$ cat src/dcmm_pkg.sv
// Package for the daisy-chain memory map controller.
// Holds item types, opcode and region codes and the nibble CRC step.
// No dependencies.
package dcmm_pkg;

    localparam logic [2:0] OP_UNCFG_ALL = 3'd0;
    localparam logic [2:0] OP_CONFIG    = 3'd1;
    localparam logic [2:0] OP_UNCFG     = 3'd2;
    localparam logic [2:0] OP_ID        = 3'd3;
    localparam logic [2:0] OP_READ      = 3'd4;
    localparam logic [2:0] OP_WRITE     = 3'd5;

    localparam logic [2:0] REG_ROM   = 3'd0;
    localparam logic [2:0] REG_CARD1 = 3'd1;
    localparam logic [2:0] REG_CARD2 = 3'd2;
    localparam logic [2:0] REG_RAM   = 3'd3;
    localparam logic [2:0] REG_HDW   = 3'd4;

    // slot indexes of the sized regions
    localparam int SLOT_RAM   = 0;
    localparam int SLOT_CARD1 = 1;
    localparam int SLOT_CARD2 = 2;

    localparam logic [20:0] FULL_SPACE     = 21'h100000;
    localparam logic [20:0] SIZE_RAM_RST   = 21'h20000;
    localparam logic [20:0] SIZE_CARD_RST  = 21'h08000;
    localparam logic [19:0] ID_HDW         = 20'h00019;
    localparam logic [7:0]  ID_SIZE        = 8'h03;
    localparam logic [7:0]  ID_BASE        = 8'hf4;

    typedef struct packed {
        logic [2:0]  opcode;
        logic [19:0] value;
        logic [3:0]  data_nibble;
    } t_in_item;

    typedef struct packed {
        logic [2:0]  region;
        logic [5:0]  hdw_offset;
        logic        write_accepted;
        logic [19:0] id_value;
        logic [15:0] crc_value;
    } t_result;

    typedef struct packed {
        logic load;   // capture the accepted item
        logic exec;   // apply the held item to the map and the CRC
    } t_dp_cmd;

    // One nibble step of the bus CRC, multiplier 0x1081. The three shifted
    // copies of the nibble do not overlap, so the product is an OR.
    function automatic logic [15:0] crc_step(input logic [15:0] crc, input logic [3:0] nib);
        logic [3:0]  n;
        logic [15:0] prod;
        n    = crc[3:0] ^ nib;
        prod = {n, 12'd0} | {5'd0, n, 7'd0} | {12'd0, n};
        return {4'd0, crc[15:4]} ^ prod;
    endfunction

endpackage

$ cat src/dcmm_ctrl.sv
// Controller of the memory map unit: accept, execute, result strobe.
// Depends on dcmm_pkg.
module dcmm_ctrl
    import dcmm_pkg::*;
(
    input  logic    i_clk,
    input  logic    i_rst_n,
    input  logic    start,
    output logic    busy,
    output logic    o_valid,
    output t_dp_cmd o_cmd
);

    localparam logic ST_IDLE = 1'b0;
    localparam logic ST_EXEC = 1'b1;

    logic r_state, n_state;
    logic r_valid, n_valid;

    always_comb begin
        n_state = r_state;
        n_valid = 1'b0;
        case (r_state)
            ST_IDLE: begin
                if (start) begin
                    n_state = ST_EXEC;
                end
            end
            ST_EXEC: begin
                n_state = ST_IDLE;
                n_valid = 1'b1;
            end
            default: begin
                n_state = ST_IDLE;
            end
        endcase
    end

    always_ff @(posedge i_clk) begin
        if (!i_rst_n) begin
            r_state <= ST_IDLE;
            r_valid <= 1'b0;
        end else begin
            r_state <= n_state;
            r_valid <= n_valid;
        end
    end

    assign busy       = (r_state == ST_EXEC);
    assign o_valid    = r_valid;
    assign o_cmd.load = start && (r_state == ST_IDLE);
    assign o_cmd.exec = (r_state == ST_EXEC);

endmodule

$ cat src/dcmm_dpath.sv
// Datapath of the memory map unit: region chain state, decode, bus CRC.
// Depends on dcmm_pkg; driven by dcmm_ctrl commands.
module dcmm_dpath
    import dcmm_pkg::*;
#(
    parameter int BANK_SHIFT = 13,
    parameter int HDW_WINDOW = 64
) (
    input  logic     i_clk,
    input  logic     i_rst_n,
    input  t_dp_cmd  i_cmd,
    input  t_in_item i_item,
    output t_result  o_result
);

    localparam int          BANK_W   = 20 - BANK_SHIFT;
    localparam int          LAST_W   = BANK_W + 1;
    localparam logic [19:0] HDW_MASK = 20'(HDW_WINDOW - 1);

    t_in_item    r_item;
    t_result     r_result, n_result;
    logic [19:0] r_hdw_base, n_hdw_base;
    logic        r_hdw_valid, n_hdw_valid;
    logic [19:0] r_base [3];
    logic [19:0] n_base [3];
    logic [20:0] r_size [3];
    logic [20:0] n_size [3];
    logic [2:0]  r_region_valid, n_region_valid;
    logic        r_phase, n_phase;
    logic [15:0] r_crc, n_crc;

    logic [2:0]  hit;
    logic        hdw_hit;
    logic [2:0]  region;

    // bank decode of the sized regions, one compare pair per slot
    always_comb begin
        logic [20:0]       sm1;
        logic [BANK_W-1:0] first;
        logic [LAST_W-1:0] last;
        logic [BANK_W-1:0] bank;
        bank = BANK_W'(r_item.value >> BANK_SHIFT);
        for (int i = 0; i < 3; i++) begin
            sm1    = r_size[i] - 21'd1;
            first  = BANK_W'((r_base[i] & ~sm1[19:0]) >> BANK_SHIFT);
            last   = {1'b0, first} | LAST_W'(sm1 >> BANK_SHIFT);
            hit[i] = r_region_valid[i] && (bank >= first) && ({1'b0, bank} <= last);
        end
    end

    assign hdw_hit = r_hdw_valid
        && (r_item.value >= (r_hdw_base & ~HDW_MASK))
        && (r_item.value <= (r_hdw_base | HDW_MASK));

    always_comb begin
        if (hdw_hit) begin
            region = REG_HDW;
        end else if (hit[SLOT_RAM]) begin
            region = REG_RAM;
        end else if (hit[SLOT_CARD2]) begin
            region = REG_CARD2;
        end else if (hit[SLOT_CARD1]) begin
            region = REG_CARD1;
        end else begin
            region = REG_ROM;
        end
    end

    always_comb begin
        logic [1:0]  pend;
        logic        pend_ok;
        logic [20:0] psize;
        logic [19:0] off_full;
        n_hdw_base     = r_hdw_base;
        n_hdw_valid    = r_hdw_valid;
        n_base         = r_base;
        n_size         = r_size;
        n_region_valid = r_region_valid;
        n_phase        = r_phase;
        n_crc          = r_crc;
        n_result       = '0;

        // first unconfigured slot in chain order
        pend_ok = 1'b1;
        if (!r_region_valid[0]) begin
            pend = 2'd0;
        end else if (!r_region_valid[1]) begin
            pend = 2'd1;
        end else if (!r_region_valid[2]) begin
            pend = 2'd2;
        end else begin
            pend    = 2'd0;
            pend_ok = 1'b0;
        end
        psize    = r_size[pend];
        off_full = r_item.value & HDW_MASK;

        case (r_item.opcode)
            OP_UNCFG_ALL: begin
                n_hdw_valid    = 1'b0;
                n_region_valid = '0;
                n_phase        = 1'b0;
            end
            OP_CONFIG: begin
                if (!r_hdw_valid) begin
                    n_hdw_base  = r_item.value;
                    n_hdw_valid = 1'b1;
                end else if (pend_ok) begin
                    if (!r_phase) begin
                        n_size[pend] = FULL_SPACE - {1'b0, r_item.value};
                        n_phase      = 1'b1;
                    end else begin
                        n_base[pend]         = r_item.value;
                        n_region_valid[pend] = 1'b1;
                        n_phase              = 1'b0;
                    end
                end
            end
            OP_UNCFG: begin
                if (r_hdw_valid && r_hdw_base == r_item.value) begin
                    n_hdw_valid = 1'b0;
                    n_phase     = 1'b0;
                end else if (r_region_valid[SLOT_RAM] && r_base[SLOT_RAM] == r_item.value) begin
                    n_region_valid[SLOT_RAM] = 1'b0;
                    n_phase                  = 1'b0;
                end else if (r_region_valid[SLOT_CARD2]
                             && r_base[SLOT_CARD2] == r_item.value) begin
                    n_region_valid[SLOT_CARD2] = 1'b0;
                    n_phase                    = 1'b0;
                end else if (r_region_valid[SLOT_CARD1]
                             && r_base[SLOT_CARD1] == r_item.value) begin
                    n_region_valid[SLOT_CARD1] = 1'b0;
                    n_phase                    = 1'b0;
                end
            end
            OP_ID: begin
                if (!r_hdw_valid) begin
                    n_result.id_value = ID_HDW;
                end else if (pend_ok) begin
                    n_result.id_value = {psize[19:8], r_phase ? ID_BASE : ID_SIZE};
                end
            end
            OP_READ: begin
                n_result.region = region;
                if (region == REG_HDW) begin
                    n_result.hdw_offset = off_full[5:0];
                    n_crc = crc_step(r_crc, 4'd0);   // HDW data is masked out
                end else begin
                    n_crc = crc_step(r_crc, r_item.data_nibble);
                end
            end
            OP_WRITE: begin
                n_result.region         = region;
                n_result.write_accepted = (region != REG_ROM);
                if (region == REG_HDW) begin
                    n_result.hdw_offset = off_full[5:0];
                end
            end
            default: begin
            end
        endcase
        n_result.crc_value = n_crc;
    end

    always_ff @(posedge i_clk) begin
        if (i_cmd.load) begin
            r_item <= i_item;
        end
        if (i_cmd.exec) begin
            r_result <= n_result;
        end
    end

    always_ff @(posedge i_clk) begin
        if (!i_rst_n) begin
            r_hdw_base     <= '0;
            r_hdw_valid    <= 1'b0;
            r_base[0]      <= '0;
            r_base[1]      <= '0;
            r_base[2]      <= '0;
            r_size[0]      <= SIZE_RAM_RST;
            r_size[1]      <= SIZE_CARD_RST;
            r_size[2]      <= SIZE_CARD_RST;
            r_region_valid <= '0;
            r_phase        <= 1'b0;
            r_crc          <= '0;
        end else if (i_cmd.exec) begin
            r_hdw_base     <= n_hdw_base;
            r_hdw_valid    <= n_hdw_valid;
            r_base         <= n_base;
            r_size         <= n_size;
            r_region_valid <= n_region_valid;
            r_phase        <= n_phase;
            r_crc          <= n_crc;
        end
    end

    assign o_result = r_result;

endmodule

$ cat src/daisy_chain_memory_map_controller_unit.sv
// Daisy-chain memory map controller: five-region nibble address map with bus CRC.
// Channels: command input (start/busy), result output with a one-cycle strobe.
// Usage:
//   Drive i_item and raise start. The item is taken at a rising edge where
//   start is high and busy is low. busy is high for one cycle after that while
//   the datapath applies the item to the region chain and the CRC.
//   The result is registered on o_result as busy falls, with o_valid high for
//   exactly one cycle.
//   The receiver cannot stall; it must take the result in that cycle.
// Items are not overlapped: start is ignored while busy, as the two-state
//   controller (capture, then execute) handles one item at a time. A new item
//   may be issued in the cycle the previous result is strobed.
// Every opcode produces exactly one result. region, hdw_offset,
//   write_accepted and id_value are zero where the opcode does not set them;
//   crc_value always shows the running CRC.
// Reset (synchronous, i_rst_n low): all regions unconfigured, sizes back to
//   RAM 0x20000 and cards 0x8000, bases and CRC zero, no result pending.
// Depends on dcmm_pkg, dcmm_ctrl, dcmm_dpath.
module daisy_chain_memory_map_controller_unit
    import dcmm_pkg::*;
#(
    parameter int BANK_SHIFT = 13,
    parameter int HDW_WINDOW = 64
) (
    input  logic     i_clk,
    input  logic     i_rst_n,
    input  logic     start,
    output logic     busy,
    input  t_in_item i_item,
    output logic     o_valid,
    output t_result  o_result
);

    t_dp_cmd cmd;

    dcmm_ctrl u_ctrl (
        .i_clk   (i_clk),
        .i_rst_n (i_rst_n),
        .start   (start),
        .busy    (busy),
        .o_valid (o_valid),
        .o_cmd   (cmd)
    );

    dcmm_dpath #(
        .BANK_SHIFT (BANK_SHIFT),
        .HDW_WINDOW (HDW_WINDOW)
    ) u_dpath (
        .i_clk    (i_clk),
        .i_rst_n  (i_rst_n),
        .i_cmd    (cmd),
        .i_item   (i_item),
        .o_result (o_result)
    );

endmodule
$ cat config.mk
export PLATFORM = sky130hd
export DESIGN_NAME = daisy_chain_memory_map_controller_unit
export DESIGN_NICKNAME = d
export VERILOG_FILES = /design/src/dcmm_pkg.sv /design/src/dcmm_ctrl.sv /design/src/dcmm_dpath.sv /design/src/daisy_chain_memory_map_controller_unit.sv
export SDC_FILE = /design/constraint.sdc
export NUM_CORES = 1
export LEC_CHECK = 0
export ABC_AREA = 1
export BUFFER_PORTS_ARGS = -buffer_cell sky130_fd_sc_hd__buf_2
export CAP_MARGIN = 20
export CORE_MARGIN = 2
export CORE_UTILIZATION = 40
export DETAILED_ROUTE_END_ITERATION = 6
export SYNTH_ARGS = -nofsm -noshare
export SYNTH_HDL_FRONTEND = slang
export SYNTH_SLANG_ARGS = --single-unit
$ cat constraint.sdc
create_clock -name i_clk -period 2.5 [get_ports i_clk]
set_input_delay 0.5 -clock i_clk [delete_from_list [all_inputs] [get_ports i_clk]]
set_output_delay 0.5 -clock i_clk [all_outputs]
set_load 0.01 [all_outputs]
==> results of run 1 <==
==> how the worst max path moves through the flow <==
stage	from	endpoint	cells past startpoint
after global routing	u_dpath.r_size[21]$_SDFFE_PN0P_	u_dpath.o_result[36]$_SDFFCE_PP0P_	21
final	u_dpath.r_size[42]$_SDFFE_PN0P_	u_dpath.o_result[36]$_SDFFCE_PP0P_	19
after global placement	u_dpath.r_size[4]$_SDFFE_PN0P_	u_dpath.o_result[36]$_SDFFCE_PP0P_	21
after floorplan	u_dpath.r_size[50]$_SDFFE_PN0P_	u_dpath.o_result[36]$_SDFFCE_PP0P_	20
after detailed placement	u_dpath.r_size[4]$_SDFFE_PN0P_	u_dpath.o_result[36]$_SDFFCE_PP0P_	21
after CTS	u_dpath.r_size[26]$_SDFFE_PN0P_	u_dpath.o_result[36]$_SDFFCE_PP0P_	21
==> registers in the layout, summed over array words and instances, names as in the netlist <==
name,count
u_dpath.r_phase,1
u_ctrl.o_valid,1
u_dpath.r_base,60
u_dpath.r_hdw_base,20
u_dpath.r_item,27
u_dpath.r_size,63
u_ctrl.busy,1
u_dpath.r_crc,16
u_dpath.o_result,43
u_dpath.r_region_valid,3
u_dpath.r_hdw_valid,1
==> power by group through the flow <==
stage / Clock, mW / Sequential, mW / Combinational, mW
after floorplan: 0 / 4.16 / 0.403
after global placement: 0 / 4.14 / 0.703
after detailed placement: 0 / 4.14 / 0.713
after CTS: 3.66 / 4.06 / 0.736
after global routing: 3.82 / 4.06 / 0.827
final: 3.60 / 4.06 / 0.751
==> synthesized netlist by cell type (19+ instances only) <==
cell	instances
nand2_1	268
a21oi_1	170
dfxtp_1	166
inv_1	165
nor2_1	144
o21ai_0	117
nand3_1	101
edfxtp_1	70
ha_1	59
o21ai_1	30
clkbuf_1	29
o22ai_1	28
buf_2	27
nand4_1	20
xor2_1	20
xnor2_1	19
==> critical path, stage by stage (launching register included) <==
cell     delay, ns
dfxtp_1       0.31
nor2_1        0.13
nand3_1       0.25
nor2_4        0.19
nand2_2       0.09
nor2_4        0.10
nand2_2       0.08
nor2_4        0.10
nand2_2       0.08
nand2_2       0.09
nand2_1       0.07
nor2_2        0.08
ha_1          0.25
and3_4        0.18
a22oi_2       0.16
nand3_1       0.11
nand2_2       0.10
nand2_1       0.07
nor2_2        0.10
nor2_1        0.04
==> layout by cell type, fill, tap and decap left out, types with 53 or more instances in the layout <==
cell / instances
nand2_1: 251
inv_1: 161
buf_4: 129
dfxtp_1: 162
buf_2: 77
ha_1: 53
o21ai_0: 112
nand3_1: 92
a21oi_1: 166
nor2_1: 125
edfxtp_1: 70
==> area by class of cell <==
cell class                 instances  share of cell area
multi-input combinational       1077               0.411
tap                              396              0.0330
clock buffer                      43              0.0509
sequential                       236               0.361
inverter                         183              0.0459
clock inverter                     5             0.00166
timing repair buffer             211              0.0961
==> logic make-up (layout without fill, tap and decap cells) <==
logic type,Yosys count,after routing,share of synthesized area
buf+inv,254,442,0.0863
compound gates,378,378,0.164
simple gates,601,601,0.222
fa+ha+maj,59,59,0.0598
xor+xnor,39,39,0.0277
flops,236,236,0.439
==> timing repair <==
action                     CTS  global route
pin swaps                   24            22
gates resized for setup     57            22
setup endpoints to repair    3            22
setup buffers                7             2
==> routing by layer <==
layer,part of all wire,vias up
li1,-,5618
met3,0.065,63
met5,0,-
met1,0.45,5180
met2,0.46,333
met4,0.028,0
==> metrics.yaml, run 1 <==
floorplanning:
  die_h_um: 180
  num_io_pins: 78
  die_w_um: 180
  coreArea_mm2: 0.0305
  die-area_mm2: 0.0323
  start_util: 0.405
  num_rows: 64
critical_path:
  r2r.worst_path.cells: 19
  worstReg2RegStart: "u_dpath.r_size[42]$_SDFFE_PN0P_"
  arrival_ns: 3.12
  endpoint_kind: "flop"
  r2r-end: "u_dpath.o_result[36]$_SDFFCE_PP0P_"
  path_max_fanout: 3
  cp_data_required_time_ns: 2.79
  path_class: "flop to flop"
  start_kind: "flop"
  reg2reg_slack_ns: -0.33
power_and_ir_drop:
  p_total_mw: 8.40
  switching_share: 0.244
  leakagePower_nw: 6.21
  seq_power_share: 0.483
  combPwrFrac: 0.089
  p_clk_frac: 0.428
  switchingPower_mw: 2.05
  power_density_mw_per_mm2: 559
  p_int_mw: 6.35
  ir_drop_v: 0.000478
global_routing:
  use_met1: 0.306
  grt_pass1_vias: 10600
  grt_antenna_before_repair: 0
  met2_usage: 0.360
  grt_max_degree: 106
  grt_first_pass_wirelength_um: 58300
  grt_use_met3: 0.0440
  grt_use_total: 0.224
  busiest_layer: "met2"
  grt_overflow: 0
timing:
  rsz0062_at_grt: "true"
  fmax_mhz: 354
  drv_slew: 0
  min_period_over_period: 1.13
  worst_clock_skew_ns: 0.0126
  relSlewSlack: 0.582
  finalSetupViolCount: 3
  worst_slack_ns: -0.328
  fin_hold_ws_ns: 0.141
  tightest_slew_ns: 0.622
  min_period_ns: 2.83
  hold_viol_final: 0
  tns_ns: -0.943
clock_network:
  htree_num_levels: 1
  clk_path_buf_depth: 3
  worstSkewPairLatency_ns: 0.53
  cts_buffers: 26
  tritoncts: "yes"
  cts.sinks: 236
  clkTransAtPathRegs_ns: 0.06
  hold_buffers: 0
  cts_root_buf: "clkbuf_16"
final_layout:
  areaGrowthSynthToFinish_pct: 21.8
  fillerInstances: 2990
  layoutNonFillerInstCount: 2151
  final_util: 0.493
  regArea_mm2: 0.00543
  diodes: 0
  nNetsFinal: 1824
  post-route-cell-area_mm2: 0.0150
  multi_input_area_mm2: 0.00618
  drive_above_1_share: 0.213
synth:
  synthCells: 1567
  ys.flop_type: "dfxtp_1"
  synth_edf_count: 70
  synth_area_leaders: "dfxtp_1, edfxtp_1, nand2_1"
  synth_seq_area_share: 0.439
  yosys.area.top_type: "dfxtp_1"
  synth_top_area_frac: 0.269
  synth.distinct_cells: 52
  async_flop_share: 0
  syn_area_mm2: 0.0123
  yosys_warnings: 0
  syn-num-nets: 1656
  synth.avg_cell_area_um2: 7.88
  ys_seq_elements: 236
drt:
  vias_per_cell: 5.20
  wl_per_cell_um: 17.1
  drc: 0
  drtIter0Drc: 992
  finalWirelength_um: 36800
  ant_nets: 0
  detail_route.first_pass.iterations: 6
  num_vias: 11200
placed_design:
  hpwl_um: 26700
  dpl.cell_count: 2094
  port-buffer-count: 77
  dpl_worst_slack_ns: -0.553
  placed_area_mm2: 0.0139
  place_congestion: 0.914
hold_path:
  hold-path-cell-count: 1
  hold_start: "i_item[14]"
  min_path_type: "input pin to flop"
  hold_end: "u_dpath.r_item[14]$_DFFE_PP_"
status:
  violations: "negative setup slack"
  status: "finished, violations left"
run:
  drv_cap: 0
Note: power is estimated with default switching activity, not from simulation.
==> run 2, diff against run 1 <==
- CTS_BUF_LIST: not set -> sky130_fd_sc_hd__clkbuf_16
- GPL_ROUTABILITY_DRIVEN: not set -> 0
==> metrics.yaml, run 2 (synthesis gave the netlist of run 1 again) <==
clock_network:
  clkTransAtPathRegs_ns: 0.06  # about the same
  cts_buffers: 26  # unchanged
  cts.sinks: 236  # unchanged
  cts_root_buf: "clkbuf_16"
  clk_path_buf_depth: 3  # unchanged
  htree_num_levels: 1  # unchanged
  tritoncts: "yes"
  worstSkewPairLatency_ns: 0.54  # about the same
power_and_ir_drop:
  p_total_mw: 8.55  # +1.8%
  ir_drop_v: 0.000442  # -7.6%
  power_density_mw_per_mm2: 565  # +1.1%
  leakagePower_nw: 6.26  # +0.81%
drt:
  ant_nets: 0  # unchanged
  wl_per_cell_um: 17.1  # +0.29%
  detail_route.first_pass.iterations: 6  # unchanged
  drc: 0  # unchanged
  finalWirelength_um: 36900  # +0.38%
  num_vias: 11400  # +1.6%
  vias_per_cell: 5.28  # +1.5%
  drtIter0Drc: 932  # -6.0%
floorplanning:
  num_rows: 64  # unchanged
  num_io_pins: 78  # unchanged
  start_util: 0.405  # unchanged
  die-area_mm2: 0.0323  # unchanged
  coreArea_mm2: 0.0305  # unchanged
  die_h_um: 180  # unchanged
  die_w_um: 180  # unchanged
placed_design:
  hpwl_um: 26500  # -1.1%
  port-buffer-count: 77  # unchanged
  dpl.cell_count: 2094  # unchanged
global_routing:
  grt_overflow: 0  # unchanged
  grt_use_total: 0.224  # +0.000392
  grt_antenna_before_repair: 0  # unchanged
  grt_first_pass_wirelength_um: 58800  # +0.77%
  grt_max_degree: 106  # unchanged
  grt_pass1_vias: 10700  # +0.48%
critical_path:
  path_max_fanout: 3  # unchanged
  endpoint_kind: "flop"
  path_class: "flop to flop"
  arrival_ns: 3.05  # -0.07 ns
  cp_data_required_time_ns: 2.79  # about the same
  start_kind: "flop"
final_layout:
  largest_reg_flops: 63  # unchanged
  diodes: 0  # unchanged
  drive_above_1_share: 0.224  # +0.0111
  regMostFlops: "u_dpath.r_size"
  final_cell_mix: "nand2_1, inv_1, a21oi_1, dfxtp_1, buf_4"
  areaGrowthSynthToFinish_pct: 22.6
  layout_commonest_cell: "nand2_1"
  nNetsFinal: 1826  # +0.11%
  layoutNonFillerInstCount: 2153  # +0.093%
timing:
  rsz0062_at_grt: "true"
  min_period_ns: 2.75  # -0.0746 ns
  worst_clock_skew_ns: 0.0119  # -0.000710 ns
  finalSetupViolCount: 3  # unchanged
  worst_slack_ns: -0.254  # +0.0746 ns
  hold_viol_final: 0  # unchanged
  drv_slew: 0  # unchanged
  min_period_over_period: 1.10  # -0.0298
  relSlewSlack: 0.565  # -0.0169
  tightest_slew_ns: 0.650  # +0.0279 ns
  fmax_mhz: 363  # +2.7%
run:
  drv_cap: 0  # unchanged
status:
  violations: "negative setup slack"
  status: "finished, violations left"
hold_path:
  min_path_type: "input pin to flop"
run 2: final cells by class:
| cell class | instances | area, um^2 |
|---|---|---|
| Multi-Input combinational cell | 1077 | 6260 |
| Timing Repair Buffer | 213 | 1440 |
| Inverter | 183 | 689 |
| Fill cell | 2994 | 15400 |
| Clock buffer | 27 | 676 |
| Clock inverter | 21 | 146 |
| Tap cell | 396 | 495 |
| Sequential cell | 236 | 5430 |
run 2: path summary, 6_finish.rpt:
path / startpoint / slack [ns] / to / depth (start not counted)
setup / recovery: u_dpath.r_size[22]$_SDFFE_PN0P_ / -0.25 / u_dpath.o_result[43]$_SDFFCE_PN0P_ / 19
hold reg to reg: u_dpath.r_base[27]$_SDFFE_PN0P_ / 0.47 / u_dpath.r_base[27]$_SDFFE_PN0P_ / 2
hold / removal: i_item[0] / 0.14 / u_dpath.r_item[0]$_DFFE_PP_ / 1
setup reg to reg: u_dpath.r_size[22]$_SDFFE_PN0P_ / -0.25 / u_dpath.o_result[43]$_SDFFCE_PN0P_ / 19
run 2: through the flow:
| stage | instance area, um^2 | setup WS, ns | util | hold slack (ns) | TNS (ns) |
|---|---|---|---|---|---|
| floorplan | 12400 | -0.154 | - | 0.430 | -0.254 |
| global placement | 13800 | -0.435 | 0.454 | 0.452 | -1.18 |
| detailed placement | 13800 | -0.482 | 0.454 | 0.454 | -1.32 |
| CTS | 14900 | -0.279 | 0.488 | 0.115 | -0.836 |
| global route | 15100 | -0.479 | 0.496 | 0.123 | -1.39 |
| finish | 15100 | -0.254 | 0.496 | 0.135 | -0.756 |
run 2: layer usage:
layer,track usage,routed length (um),up-vias
met4,0.0732,1220,0
met2,0.357,16600,352
li1,-,-,5619
met1,0.319,17000,5318
met3,0.0239,2060,79
met5,0,0,-
run 2: critical path, stage by stage, from the launching register on:
cell and delay [ns]:
dfxtp_1 0.30, inv_1 0.06, nand2_1 0.10, nor4_4 0.29
nand3_2 0.16, buf_4 0.16, buf_4 0.13, nand2_2 0.06
nor2_1 0.04, ha_1 0.32, a21oi_2 0.06, o21ai_1 0.13
nand3_1 0.09, nand2_1 0.06, nand2_1 0.05, nand2_1 0.06
nand4_1 0.14, buf_4 0.18, nand3_1 0.08, a21oi_2 0.05
run 2: what timing repair did:
action                                  CTS  global route
pin swaps                                33            38
endpoints found under the setup margin    3            16
hold buffers                              0             0
gates cloned                              0             0
endpoints found under the hold margin     0             0
setup buffers                             9             3
gates resized for setup                  38            55
run 2: where the power goes:
part | internal, mW | leakage [nW] | switching (mW)
clock | 2.15 | 0.425 | 1.58
combinational | 0.268 | 3.83 | 0.497
sequential | 4.01 | 2.01 | 0.0420
total | 6.43 | 6.26 | 2.12
==> run 3, diff against run 2 <==
- clock period: 2.5 -> 3 ns (I/O delays scaled with it)
==> metrics.yaml, run 3 (synthesis gave the netlist of run 1 again) <==
status:
  status: "completed"
final_layout:
  diodes: 0  # unchanged
  areaGrowthSynthToFinish_pct: 15.4
  largest_reg_flops: 63  # unchanged
  regArea_mm2: 0.00543  # about the same
  final_cell_mix: "nand2_1, inv_1, a21oi_1, dfxtp_1, nor2_1"
  drive_above_1_share: 0.155  # -0.0690
  layoutNonFillerInstCount: 2071  # -3.8%
  final_util: 0.467  # -0.0292
  layout_commonest_cell: "nand2_1"
  multi_input_area_mm2: 0.00602  # -3.9%
  regMostFlops: "u_dpath.r_size"
  fillerInstances: 2994  # unchanged
  nNetsFinal: 1743  # -4.5%
timing:
  finalSetupViolCount: 0  # -3
  fmax_mhz: 353  # -2.9%
  worst_clock_skew_ns: 0.0215  # +0.00962 ns
  relSlewSlack: 0.555  # -0.0104
  tightest_slew_ns: 0.667  # +0.0170 ns
  min_period_over_period: 0.945  # -0.156
  hold_viol_final: 0  # unchanged
  min_period_ns: 2.84  # +0.0822 ns
  drv_slew: 0  # unchanged
  rsz0062_at_grt: "true"
floorplanning:
  die_h_um: 180  # unchanged
  num_io_pins: 78  # unchanged
  die_w_um: 180  # unchanged
  num_rows: 64  # unchanged
  die-area_mm2: 0.0323  # unchanged
  start_util: 0.405  # unchanged
  coreArea_mm2: 0.0305  # unchanged
hold_path:
  hold_end: "u_dpath.r_item[24]$_DFFE_PP_"
  hold-path-cell-count: 1  # unchanged
  min_path_type: "input pin to flop"
  hold_start: "i_item[24]"
clock_network:
  worstSkewPairLatency_ns: 0.55  # about the same
  cts.sinks: 236  # unchanged
  clkTransAtPathRegs_ns: 0.06  # about the same
  htree_num_levels: 1  # unchanged
  clk_path_buf_depth: 3  # unchanged
  hold_buffers: 0  # unchanged
  cts_root_buf: "clkbuf_16"
  tritoncts: "yes"
  cts_buffers: 27  # +3.8%
placed_design:
  hpwl_um: 26100  # -1.2%
  dpl.cell_count: 2019  # -3.6%
  port-buffer-count: 77  # unchanged
drt:
  num_vias: 10900  # -4.1%
  vias_per_cell: 5.27  # -0.26%
  finalWirelength_um: 35800  # -3.1%
  detail_route.first_pass.iterations: 5  # -1
  drc: 0  # unchanged
  ant_nets: 0  # unchanged
  wl_per_cell_um: 17.3  # +0.76%
  drtIter0Drc: 850  # -8.8%
critical_path:
  start_kind: "flop"
  worstReg2RegStart: "u_dpath.r_size[49]$_SDFFE_PN0P_"
  crit_path_frequent_cell: "nand2_2"
  reg2reg_slack_ns: 0.16  # +0.42 ns
  crit_path_max_incr_delay_ns: 0.31  # about the same
  r2r.worst_path.cells: 20  # +1
  endpoint_kind: "flop"
  r2r-end: "u_dpath.o_result[36]$_SDFFCE_PP0P_"
  path_max_fanout: 4  # +1
  arrival_ns: 3.14  # +0.09 ns
  path_cells: "or2_4, nor2_4, nand2_2, nor2_4, nand2_4, nor2_4, nand2_2, nor2_4, nand2_2, nand2_2, nand2_2, nor2_2, ha_1, and3_4, a22oi_2, nand3_1, nand2_2, nand2_1, nor2_1, nor2_1"
  crit_slowest_cell: "dfxtp_1"
  path_class: "flop to flop"
  cp_data_required_time_ns: 3.31  # +0.52 ns
global_routing:
  grt_antenna_before_repair: 0  # unchanged
  grt_use_total: 0.217  # -0.00729
  grt_max_degree: 61  # -42%
  grt_pass1_vias: 10200  # -4.8%
  grt_first_pass_wirelength_um: 56400  # -4.1%
  grt_overflow: 0  # unchanged
power_and_ir_drop:
  leakagePower_nw: 5.85  # -6.7%
  ir_drop_v: 0.000415  # -5.9%
  power_density_mw_per_mm2: 495  # -12%
run:
  drv_cap: 0  # unchanged
## run 3: critical path, delay by kind of cell (launching register included)
family	cells	cell delay, ns
simple gates	18	1.91
compound gates	1	0.15
fa+ha+maj	1	0.24
flops	1	0.31
## run 3: layer usage
metal / vias up / track usage / wire, um
met5: - / 0 / 0
met4: 0 / 0.0660 / 1100
met3: 71 / 0.0265 / 1900
met2: 305 / 0.342 / 15700
met1: 5095 / 0.312 / 17100
li1: 5436 / - / -
## run 3: where the power goes
part / switching [mW] / internal (mW) / total, mW
clock: 1.34 / 1.76 / 3.10
sequential: 0.0420 / 3.35 / 3.39
combinational: 0.384 / 0.187 / 0.572
total: 1.77 / 5.29 / 7.06
## run 3: what timing repair did
action,4_1_cts,5_1_grt
endpoints found under the setup margin,1,3
gates cloned,0,0
setup buffers,0,2
pin swaps,0,25
resized for setup,1,44
## run 3: worst max path at each step
| stage | start | end | slack, ns | cells past startpoint |
|---|---|---|---|---|
| after global routing | u_dpath.r_size[49]$_SDFFE_PN0P_ | u_dpath.o_result[36]$_SDFFCE_PP0P_ | -0.03 | 20 |
| final | u_dpath.r_size[49]$_SDFFE_PN0P_ | u_dpath.o_result[36]$_SDFFCE_PP0P_ | 0.16 | 20 |
| after floorplan | u_dpath.r_size[52]$_SDFFE_PN0P_ | u_dpath.o_result[36]$_SDFFCE_PP0P_ | 0.29 | 20 |
| after detailed placement | u_dpath.r_size[1]$_SDFFE_PN0P_ | u_dpath.o_result[36]$_SDFFCE_PP0P_ | -0.008 | 20 |
| after CTS | u_dpath.r_size[48]$_SDFFE_PN0P_ | u_dpath.o_result[36]$_SDFFCE_PP0P_ | 0.006 | 20 |
| after global placement | u_dpath.r_size[4]$_SDFFE_PN0P_ | u_dpath.o_result[36]$_SDFFCE_PP0P_ | 0.01 | 21 |
## run 3: through the flow
step	power [mW]	hold slack, ns	setup WS, ns	instance area, um^2	setup TNS (ns)
floorplan	3.80	0.430	0.293	12300	0
global placement	4.00	0.445	0.0110	13200	0
detailed placement	4.01	0.450	-0.00830	13200	-0.00830
CTS	7.09	0.210	0.00584	14100	0
global route	7.31	0.209	-0.0277	14200	-0.0277
finish	7.06	0.226	0.164	14200	0
## run 3: cell type report
type,count,share of cell area
clock buffers,28,0.0492
clock inverters,22,0.00852
flip-flops and latches,236,0.381
well taps,396,0.0348
multi-input cells,1077,0.423
repair buffers,129,0.0553
inverters,183,0.0484
